**src/rtl/swm_pkg.sv**
```systemverilog
// swm_pkg: shared types and constants for the sliding window median block.
// Used by swm_ctrl, swm_datapath and sliding_window_median.
package swm_pkg;

   localparam int CSR_ADDR_BITS = 2;
   localparam logic [CSR_ADDR_BITS-1:0] CSR_WINDOW_SIZE = 2'd0;
   localparam int WS_BITS = 13;

   typedef enum logic [3:0] {
      ST_CLEAR,
      ST_IDLE,
      ST_HIST_RD,
      ST_HIST_WAIT,
      ST_DEC_RD,
      ST_DEC_WR,
      ST_INC_RD,
      ST_INC_WR,
      ST_FIND_RD,
      ST_FIND_STEP,
      ST_OUT
   } state_type;

   typedef struct packed {
      logic clear_start;
      logic clear_step;
      logic accept;
      logic hist_rd;
      logic hist_latch;
      logic dec_start;
      logic inc_start;
      logic path_rd;
      logic path_wr;
      logic find_start;
      logic find_rd;
      logic find_step;
      logic out_load;
   } cmd_type;

   typedef struct packed {
      logic clear_done;
      logic window_full;
      logic path_done;
      logic find_done;
   } status_type;

endpackage

```
**src/rtl/swm_ctrl.sv**
```systemverilog
// swm_ctrl: sequencer for one transaction (remove oldest, add new, rank walk).
// Depends on swm_pkg.
module swm_ctrl (
   input  logic                clock,
   input  logic                reset,
   input  logic                cfg_write,
   input  logic                req_tvalid,
   output logic                req_tready,
   input  logic                out_busy,
   input  swm_pkg::status_type status,
   output swm_pkg::cmd_type    cmd
);

   swm_pkg::state_type state_ff, state_in;

   always_ff @(posedge clock) begin
      if (reset) begin
         state_ff <= swm_pkg::ST_CLEAR;
      end else begin
         state_ff <= state_in;
      end
   end

   always_comb begin
      state_in = state_ff;
      case (state_ff)
         swm_pkg::ST_CLEAR:     if (status.clear_done) state_in = swm_pkg::ST_IDLE;
         swm_pkg::ST_IDLE:      if (req_tvalid) state_in = swm_pkg::ST_HIST_RD;
         swm_pkg::ST_HIST_RD:   state_in = swm_pkg::ST_HIST_WAIT;
         swm_pkg::ST_HIST_WAIT: state_in = status.window_full ? swm_pkg::ST_DEC_RD
                                                              : swm_pkg::ST_INC_RD;
         swm_pkg::ST_DEC_RD:    state_in = swm_pkg::ST_DEC_WR;
         swm_pkg::ST_DEC_WR:    if (status.path_done) state_in = swm_pkg::ST_INC_RD;
                                else state_in = swm_pkg::ST_DEC_RD;
         swm_pkg::ST_INC_RD:    state_in = swm_pkg::ST_INC_WR;
         swm_pkg::ST_INC_WR:    if (status.path_done) begin
                                   state_in = status.window_full ? swm_pkg::ST_FIND_RD
                                                                 : swm_pkg::ST_IDLE;
                                end else state_in = swm_pkg::ST_INC_RD;
         swm_pkg::ST_FIND_RD:   state_in = swm_pkg::ST_FIND_STEP;
         swm_pkg::ST_FIND_STEP: if (status.find_done) state_in = swm_pkg::ST_OUT;
                                else state_in = swm_pkg::ST_FIND_RD;
         swm_pkg::ST_OUT:       if (!out_busy) state_in = swm_pkg::ST_IDLE;
         default:               state_in = swm_pkg::ST_CLEAR;
      endcase
      if (cfg_write) state_in = swm_pkg::ST_CLEAR;
   end

   always_comb begin
      cmd = '0;
      req_tready = 1'b0;
      case (state_ff)
         swm_pkg::ST_CLEAR:     cmd.clear_step = 1'b1;
         swm_pkg::ST_IDLE: begin
            req_tready = 1'b1;
            cmd.accept = req_tvalid;
         end
         swm_pkg::ST_HIST_RD:   cmd.hist_rd = 1'b1;
         swm_pkg::ST_HIST_WAIT: begin
            cmd.hist_latch = 1'b1;
            cmd.dec_start  = status.window_full;
            cmd.inc_start  = !status.window_full;
         end
         swm_pkg::ST_DEC_RD:    cmd.path_rd = 1'b1;
         swm_pkg::ST_DEC_WR: begin
            cmd.path_wr   = 1'b1;
            cmd.inc_start = status.path_done;
         end
         swm_pkg::ST_INC_RD:    cmd.path_rd = 1'b1;
         swm_pkg::ST_INC_WR: begin
            cmd.path_wr    = 1'b1;
            cmd.find_start = status.path_done && status.window_full;
         end
         swm_pkg::ST_FIND_RD:   cmd.find_rd = 1'b1;
         swm_pkg::ST_FIND_STEP: cmd.find_step = 1'b1;
         swm_pkg::ST_OUT:       cmd.out_load = !out_busy;
         default:               cmd = '0;
      endcase
      if (cfg_write) begin
         cmd = '0;
         cmd.clear_start = 1'b1;
         req_tready = 1'b0;
      end
   end

   a_tready_idle: assert property (@(posedge clock) disable iff (reset)
      req_tready |-> state_ff == swm_pkg::ST_IDLE) else $error("tready outside idle");
   a_cfg_clears: assert property (@(posedge clock) disable iff (reset)
      cfg_write |=> state_ff == swm_pkg::ST_CLEAR) else $error("config did not clear");
   a_out_once: assert property (@(posedge clock) disable iff (reset)
      cmd.out_load |=> state_ff != swm_pkg::ST_OUT) else $error("double result");

endmodule

```
**config.mk**
```make
export PLATFORM = sky130hd
export DESIGN_NAME = swm_ctrl
export DESIGN_NICKNAME = d
export VERILOG_FILES = /design/src/rtl/swm_pkg.sv /design/src/rtl/swm_ctrl.sv
export SDC_FILE = /design/constraint.sdc
export NUM_CORES = 1
export LEC_CHECK = 0
export ABC_AREA = 1
export BUFFER_PORTS_ARGS = -buffer_cell sky130_fd_sc_hd__buf_2
export CORE_AREA = 3 3 40 42
export CTS_BUF_LIST = sky130_fd_sc_hd__clkbuf_2
export CTS_CLUSTER_SIZE = 14
export DETAILED_ROUTE_END_ITERATION = 16
export DIE_AREA = 0 0 43 45
export MAX_ROUTING_LAYER = met4
export SLEW_MARGIN = 20
export SYNTH_ARGS = -nofsm -noshare
export SYNTH_HDL_FRONTEND = slang
export SYNTH_SLANG_ARGS = --single-unit
export TNS_END_PERCENT = 10
```
**constraint.sdc**
```tcl
create_clock -name clock -period 1.9 [get_ports clock]
set_clock_uncertainty 0.15 [all_clocks]
set_input_delay 0.475 -clock clock [delete_from_list [all_inputs] [get_ports clock]]
set_output_delay 0.475 -clock clock [all_outputs]
set_load 0.005 [all_outputs]
```
==> results_dict.tcl, run 1 <==
set metrics [dict create \
    outcome "finished clean" \
    yosysSeqAreaShare 0.1905 \
    grt_max_degree 13 \
    routed_via_density 4.664 \
    antenna_found_initial 0 \
    synth_fp_nets 80 \
    rr_startpoint "state_ff[0]" \
    place_inst 107 \
    cp.arrival_ns 1.18 \
    synth_area_leaders "dfxtp_1 (19%), nand2_1 (13%), nor3_1 (11%), nor2_1 (9.8%), inv_1 (8.0%)" \
    ant_nets 0 \
    synthCells 71 \
    num_vias 513 \
    clk_path_buf_depth 2 \
    drv_cap 0 \
    layoutNonFillerInstCount 110 \
    dieArea_um2 1935 \
    crit_family "flip-flops" \
    required_ns 1.27 \
    yosysWarnings 0 \
    clk_pin_slew_worst_paths_ns 0.04 \
    cts.sinks 4 \
    critPathMaxFanout 4 \
    min_path_cells 1 \
    grt_pass1_wl_um 1904 \
    portBuffers 22 \
    ioPinCount 23 \
    die_x_um 43 \
    place_area_um2 545.5 \
    drive_above_1_share 0.5158 \
    fp.dieH_um 45 \
    worstMarginPinSlew_ns 0.2365 \
    setup_viol 0 \
    wire_per_inst_um 10.39 \
    root_buffer "clkbuf_2" \
    ff2ff_path_depth 7 \
    overflow 0 \
    p_leak_nw 0.3088 \
    hp-class "flop to flop" \
    cpPeakStageDelay_ns 0.38 \
    drt-pass1-iter-count 4 \
    area_growth_pct 38.39 \
    crit_path_top_delay_cell "dfxtp_2" \
    dp_slack_ns 0.1792 \
    max_flop_register "state_ff" \
    final_util 0.4528 \
    path_common_cell "nor2_1" \
    cts-buffers-inserted 3 \
    min_period_ns 1.802 \
    dp_hpwl_um 946.5 \
    fin_area_um2 581.8 \
    slew_headroom 0.8420 \
    largest_register_ffs 4 \
    final-hold-violation-count 0 \
    rows 13 \
    gp_congestion 0.8115 \
    largest_registers "state_ff x4" \
    drt_wl_total_um 1143 \
    rsz0062_at_grt "yes" \
    ir_drop_mv 0.3330 \
    cts_tree "built" \
    clk_latency_ns 0.20 \
    layout_setup_ws_ns 0.09791 \
    path_cells "inv_1 > nand2_2 > nor2_1 > nor2_1 > nor2_1 > buf_2" \
    htree_num_levels 1 \
    netlist.area_leader.share 0.1905 \
    r2r_setup_slack_ns 0.59 \
    r2r-end "state_ff[1]" \
    synth_area_per_cell_um2 5.921 \
    diodes 0 \
    ys_ff_latch 4 \
    grt_usage 0.1353 \
    powerDensity_nw_per_um2 367.9 \
    synth_cell_types 19 \
    core_area_um2 1285 \
    drc 0 \
    whs_ns 0.3446 \
    fin_tns_setup_ns 0 \
    max_freq_mhz 554.9 \
    holdBufCountCts 0 \
    drt_iter0_markers 10 \
    path_class "flop to primary output" \
    post-route-period-util 0.9485 \
    initial_utilization 0.3272 \
    startpoint "state_ff[3]" \
    maxSlewViolCount 0 \
    yosysTopAreaCell "dfxtp_1" \
    whs_endpoint "state_ff[2]" \
    first_global_vias 452 \
    netlist_area_um2 420.4 \
    total_power_mw 0.2140 \
    path_buf_inv 2 \
    min-delay-start "state_ff[3]" \
    cp-start-kind "flop" \
    endpoint_kind "primary output" \
    nNetsFinal 106 \
]
-- worst register-to-register path, stage by stage (launching register included) --
cell	delay [ns]
dfxtp_2	0.34
buf_4	0.15
nor2_2	0.15
nand3_2	0.12
o21ai_1	0.11
nor2_2	0.05
nand2_1	0.07
a21oi_2	0.05
-- worst max-delay path by stage --
stage,cells past startpoint,to
CTS,5,cmd[3]
detailed placement,5,cmd[9]
floorplan,4,cmd[7]
global route,6,cmd[6]
global placement,5,cmd[9]
finish,6,cmd[6]
-- cell families (layout without fill, tap and decap cells) --
family	after synthesis	after routing	share of synthesized area
compound gates	6	6	0.1220
buf+inv	13	37	0.1250
flops	4	4	0.1905
simple gates	48	48	0.5625
-- cell type report --
type	count	area [um2]
Clock buffer	3	15.01
Fill cell	141	703.2
Inverter	11	41.29
Multi-Input combinational cell	54	305.3
Sequential cell	4	83.83
Tap cell	15	18.77
Timing Repair Buffer	23	117.6
-- cell usage in the layout (no fill, tap or decap), types with 3 or more instances in the layout --
master and count:
nand2_1 12, inv_2 4, inv_1 7, nor3_1 8, nand3_2 3, clkbuf_2 3, nor2_1 10, buf_2 22
nor2_2 3, dfxtp_2 3, nand2_2 3, nand3_1 5
-- what timing repair did --
| item | 4_1_cts | 5_1_grt |
|---|---|---|
| gates resized for setup | 2 | 8 |
| endpoints found under the setup margin | 2 | 8 |
| pin swaps | 0 | 2 |
| buffers inserted | 0 | 0 |
-- synth_stat cells (all sizes together) --
library cell,count
buf,1
a21oi,2
nand2,15
nor3,9
dfxtp,4
inv,11
a2111oi,1
o21ai,2
a31o,1
nand3,8
nor2,15
or2,1
clkbuf,1
-- layer usage --
| metal | vias to the layer above | track usage | wire length (um) |
|---|---|---|---|
| li1 | 281 | - | - |
| met1 | 220 | 0.1631 | 531 |
| met2 | 12 | 0.2066 | 549 |
| met3 | 0 | 0.03586 | 62 |
| met4 | 0 | 0.07229 | 0 |
| met5 | - | - | 0 |
-- power by group --
part	internal, mW	switching (mW)	leakage, nW
registers	0.0864	0.00269	0.0338
logic	0.0201	0.0303	0.263
clock network	0.0424	0.0321	0.0125
Note: power is estimated with default switching activity, not from simulation.
==> run 2: changes to the inputs <==
--- a/config.mk
+++ b/config.mk
@@ -7,12 +7,15 @@
 export LEC_CHECK = 0
 export ABC_AREA = 1
 export BUFFER_PORTS_ARGS = -buffer_cell sky130_fd_sc_hd__buf_2
-export CORE_AREA = 3 3 40 42
+export CELL_PAD_IN_SITES_DETAIL_PLACEMENT = 0
+export CELL_PAD_IN_SITES_GLOBAL_PLACEMENT = 1
+export CORE_MARGIN = 3
+export CORE_UTILIZATION = 30
 export CTS_BUF_LIST = sky130_fd_sc_hd__clkbuf_2
 export CTS_CLUSTER_SIZE = 14
 export DETAILED_ROUTE_END_ITERATION = 16
-export DIE_AREA = 0 0 43 45
 export MAX_ROUTING_LAYER = met4
+export PLACE_DENSITY = 0.82
 export SLEW_MARGIN = 20
 export SYNTH_ARGS = -nofsm -noshare
 export SYNTH_HDL_FRONTEND = slang
==> run 2 against run 1 <==
Compared with the run above: via count up 0.78%; sequential cell count stayed put; final cell count down 1.8%; combinational power decreased by 5.8%; critical path depth fell by 1; maximum frequency fell by 0.47%; utilization up 2.5 points; sequential power decreased by 0.7%; global-route usage fell by 0.82 points; highest routed layer unchanged.
==> results_dict.tcl, run 2 (synthesis gave the netlist of run 1 again) <==
set metrics [dict create \
    hp-class "flop to flop" \
    die_x_um 43.44 \
    cts_tree "built" \
    ir_drop_mv 0.2763 \
    dieArea_um2 1887 \
    antenna_found_initial 0 \
    portBuffers 22 \
    rsz0062_at_grt "yes" \
    nNetsFinal 105 \
    largest_register_ffs 4 \
    diodes 0 \
    root_buffer "clkbuf_2" \
    worstMarginPinSlew_ns 0.2462 \
    cts.sinks 4 \
    drv_cap 0 \
    num_vias 517 \
    final_common_cell "buf_2" \
    ant_nets 0 \
    gp_congestion 0.8297 \
    dp_hpwl_um 965.2 \
    clk_path_buf_depth 2 \
    core_area_um2 1201 \
    final_util 0.4781 \
    fp.dieH_um 43.44 \
    ioPinCount 23 \
    critPathMaxFanout 7 \
    htree_num_levels 1 \
    setup_viol 0 \
    drc 0 \
    grt_pass1_wl_um 1807 \
    rows 12 \
    fin_tns_setup_ns 0 \
    path_class "flop to primary output" \
    max_freq_mhz 552.3 \
    total_power_mw 0.2089 \
    routed_via_density 4.787 \
    area_growth_pct 36.61 \
    wire_per_inst_um 10.78 \
    place_inst 105 \
    maxSlewViolCount 0 \
    drt-pass1-iter-count 4 \
    whs_ns 0.3245 \
    holdBufCountCts 0 \
    drt_wl_total_um 1164 \
    fill_cells 146 \
    powerDensity_nw_per_um2 363.8 \
    initial_utilization 0.3500 \
    final-hold-violation-count 0 \
    required_ns 1.27 \
    post-route-period-util 0.9530 \
    endpoint_kind "primary output" \
    max_flop_register "state_ff" \
    overflow 0 \
    drt_iter0_markers 36 \
    drive_above_1_share 0.4894 \
    largest_registers "state_ff x4" \
    cts-resized-gates 3 \
    cp-start-kind "flop" \
    min_path_cells 1 \
    grt_usage 0.1271 \
    first_global_vias 463 \
    slew_headroom 0.8356 \
    grt_max_degree 13 \
    cts-buffers-inserted 3 \
    clk_latency_ns 0.20 \
    layoutNonFillerInstCount 108 \
    cp.arrival_ns 1.19 \
    clk_pin_slew_worst_paths_ns 0.04 \
    outcome "finished clean" \
    p_leak_nw 0.3055 \
    final_cell_mix "buf_2 (22), nand2_1 (13), nor2_1 (9)" \
    cts_setup_buffers 0 \
    min_period_ns 1.811 \
    ff2ff_path_depth 8 \
]
run 2: per-layer routing:
layer / global-route usage / up-vias / share of wire
met2: 0.1947 / 24 / 0.42
met4: 0.05422 / 0 / 0
met3: 0.02905 / 0 / 0.10
met5: - / - / 0
li1: - / 277 / -
met1: 0.1582 / 216 / 0.47
run 2: metrics by stage:
stage	cell area (um2)	worst slack (ns)
2_1_floorplan	420.4	0.2978
3_5_place_dp	536.8	0.1667
4_1_cts	558.0	0.008760
6_report	574.3	0.08932
3_3_place_gp	536.8	0.1421
5_1_grt	574.3	-0.01372
run 2: layout make-up:
| type | instances | area [um2] | share of cell area |
|---|---|---|---|
| Inverter | 11 | 41.29 | 0.07190 |
| Sequential cell | 4 | 85.08 | 0.1481 |
| Multi-Input combinational cell | 54 | 305.3 | 0.5316 |
| Timing Repair Buffer | 22 | 110.1 | 0.1917 |
| Clock buffer | 3 | 15.01 | 0.02614 |
| Tap cell | 14 | 17.52 | 0.03050 |
run 2: path summary, 6_finish.rpt:
check | from | to | slack (ns)
worst max-delay path | state_ff[0] | cmd[3] | 0.09
worst min-delay path | state_ff[3] | state_ff[2] | 0.32
worst max register to register | state_ff[2] | state_ff[0] | 0.54
worst min register to register | state_ff[3] | state_ff[2] | 0.32
run 2: where the power goes:
| part | switching (mW) | internal, mW |
|---|---|---|
| Sequential | 0.00348 | 0.0850 |
| Combinational | 0.0289 | 0.0186 |
| Clock | 0.0306 | 0.0424 |
| Total | 0.0629 | 0.146 |
run 2: worst max-delay path: stages (launching register included):
cell	delay [ns]
dfxtp_2	0.40
nand2_2	0.15
nor2_4	0.16
nand3_2	0.08
nor2_1	0.09
buf_2	0.11
==> run 3: changes to the inputs <==
--- a/config.mk
+++ b/config.mk
@@ -5,7 +5,6 @@
 export SDC_FILE = /design/constraint.sdc
 export NUM_CORES = 1
 export LEC_CHECK = 0
-export ABC_AREA = 1
 export BUFFER_PORTS_ARGS = -buffer_cell sky130_fd_sc_hd__buf_2
 export CELL_PAD_IN_SITES_DETAIL_PLACEMENT = 0
 export CELL_PAD_IN_SITES_GLOBAL_PLACEMENT = 1
@@ -15,8 +14,7 @@
 export CTS_CLUSTER_SIZE = 14
 export DETAILED_ROUTE_END_ITERATION = 16
 export MAX_ROUTING_LAYER = met4
-export PLACE_DENSITY = 0.82
-export SLEW_MARGIN = 20
+export PLACE_DENSITY = 0.78
 export SYNTH_ARGS = -nofsm -noshare
 export SYNTH_HDL_FRONTEND = slang
 export SYNTH_SLANG_ARGS = --single-unit
==> constraint.sdc (replaced) <==
create_clock -name clock -period 1.81 [get_ports clock]
set_clock_uncertainty 0.15 [all_clocks]
set_input_delay 0.4525 -clock clock [delete_from_list [all_inputs] [get_ports clock]]
set_output_delay 0.4525 -clock clock [all_outputs]
set_load 0.005 [all_outputs]
==> run 3 against run 2 <==
Compared with the run above: the run now ends with negative setup slack left; final cell count decreased by 0.93%; utilization increased by 2.6 points; critical path depth unchanged; highest routed layer unchanged.
==> results_dict.tcl, run 3 <==
set metrics [dict create \
    total_power_mw 0.2406 \
    async_reset_ff_frac 0 \
    synth_fp_nets 73 \
    place_area_um2 623.1 \
    grt_max_degree 14 \
    gp_congestion 0.7684 \
    die_x_um 44.48 \
    dp_slack_ns -0.1197 \
    largest_register_ffs 4 \
    area_growth_pct 53.24 \
    fin_tns_setup_ns -0.4755 \
    synthTopCellsByCount "nor3_1 (8), nand2b_1 (6), buf_2 (5), nor2_1 (5), dfxtp_1 (4)" \
    ant_nets 0 \
    synth_edf_count 0 \
    outcome "complete, but fails checks" \
    p_leak_nw 0.3025 \
    drt-pass1-iter-count 4 \
    layoutNonFillerInstCount 107 \
    hp-class "primary input to flop" \
    endpoint_kind "primary output" \
    netlist.area_leader.share 0.1803 \
    initial_utilization 0.3290 \
    core_area_um2 1350 \
    ioPinCount 23 \
    num_vias 551 \
    post-route-period-util 1.057 \
    antenna_found_initial 0 \
    nNetsFinal 103 \
    drive_above_1_share 0.5109 \
    cts-buffers-inserted 3 \
    synth.most_common_cell "nor3_1" \
    wire_per_inst_um 12.01 \
    setup_viol 9 \
    largest_registers "state_ff x4" \
    portBuffers 22 \
    place_inst 104 \
    yosysWarnings 0 \
    slew_headroom 0.7892 \
    whs_ns 0.2824 \
    r2r_setup_slack_ns 0.24 \
    path_class "primary input to primary output" \
    grt_pass1_wl_um 2194 \
    violations "negative setup slack" \
    htree_num_levels 1 \
    grt_usage 0.1497 \
    clk_path_buf_depth 2 \
    fin_area_um2 680.7 \
    rows 13 \
    dp_hpwl_um 996.6 \
    min_period_ns 1.912 \
    cts_tree "built" \
    yosysTopAreaCell "dfxtp_1" \
    required_ns 1.21 \
    clk_latency_ns 0.22 \
    drc 0 \
    max_flop_register "state_ff" \
    drt_wl_total_um 1285 \
    ys_dominant_reg_cell "dfxtp_1" \
    cts_setup_buffers 0 \
    fill_cells 144 \
    fp.dieH_um 44.48 \
    holdBufCountCts 0 \
    critPathMaxFanout 3 \
    cp.arrival_ns 1.31 \
    cp-start-kind "primary input" \
    final_util 0.5042 \
    dieArea_um2 1978 \
    ys_ff_latch 4 \
    cts.sinks 4 \
    ir_drop_mv 0.3377 \
    final-hold-violation-count 0 \
    drt_iter0_markers 2 \
    rsz0062_at_grt "yes" \
    final_cell_mix "buf_2 (20), buf_4 (7), nand2b_1 (5), nor3_1 (5), buf_6 (4)" \
    worstMarginPinSlew_ns 0.3113 \
    drv_cap 0 \
    netlist_area_um2 444.2 \
    synth_area_per_cell_um2 6.940 \
    routed_via_density 5.150 \
    powerDensity_nw_per_um2 353.5 \
    overflow 0 \
    max_freq_mhz 522.9 \
    final_common_cell "buf_2" \
    maxSlewViolCount 0 \
    diodes 0 \
    clk_pin_slew_worst_paths_ns 0.05 \
    first_global_vias 509 \
    yosysSeqAreaShare 0.1803 \
    synth_area_leaders "dfxtp_1 (18%), nor3_1 (9.0%), nand2b_1 (8.5%), buf_2 (5.6%), nor2_1 (4.2%)" \
    root_buffer "clkbuf_2" \
    layout_setup_ws_ns -0.1023 \
    synthCells 64 \
    synth_cell_types 30 \
]
-- run 3: path summary, 6_finish.rpt --
path,start,cells after the start,endpoint
setup reg to reg,state_ff[1],4,state_ff[0]
hold / removal,reset,2,state_ff[1]
hold reg to reg,state_ff[3],1,state_ff[2]
setup / recovery,status[2],5,cmd[6]
-- run 3: routing by layer --
layer,track usage,part of all wire,vias to the layer above
met1,0.1831,0.44,240
met3,0.05285,0.079,0
li1,-,-,292
met5,-,0,-
met4,0.01807,0,0
met2,0.2407,0.48,19
-- run 3: final cells by class --
| type | count | area [um2] | area share |
|---|---|---|---|
| Inverter | 2 | 7.507 | 0.01103 |
| Sequential cell | 4 | 82.58 | 0.1213 |
| Multi-Input combinational cell | 52 | 359.1 | 0.5276 |
| Clock buffer | 3 | 15.01 | 0.02206 |
| Tap cell | 15 | 18.77 | 0.02757 |
| Timing Repair Buffer | 31 | 197.7 | 0.2904 |
-- run 3: where the power goes --
| part | switching, mW | internal, mW |
|---|---|---|
| logic | 0.0320 | 0.0327 |
| clock network | 0.0398 | 0.0446 |
| registers | 0.00129 | 0.0903 |
| total | 0.0730 | 0.168 |
-- run 3: repair_timing --
item                       4_1_cts  5_1_grt
resized for setup                7        4
setup endpoints to repair       12       13
hold endpoints to repair         0        0
pin swaps                        4        1
-- run 3: logic make-up after synthesis --
family	Yosys count	share of synthesized area
AND/OR/NAND/NOR	39	0.5184
AO/OA/AOI/OAI	13	0.2112
buffers and inverters	8	0.09014
flip-flops	4	0.1803
-- run 3: critical path: stages --
cell and delay [ns]:
buf_6 0.10, or3b_1 0.38, a21oi_2 0.14, nor2b_1 0.13
buf_2 0.11
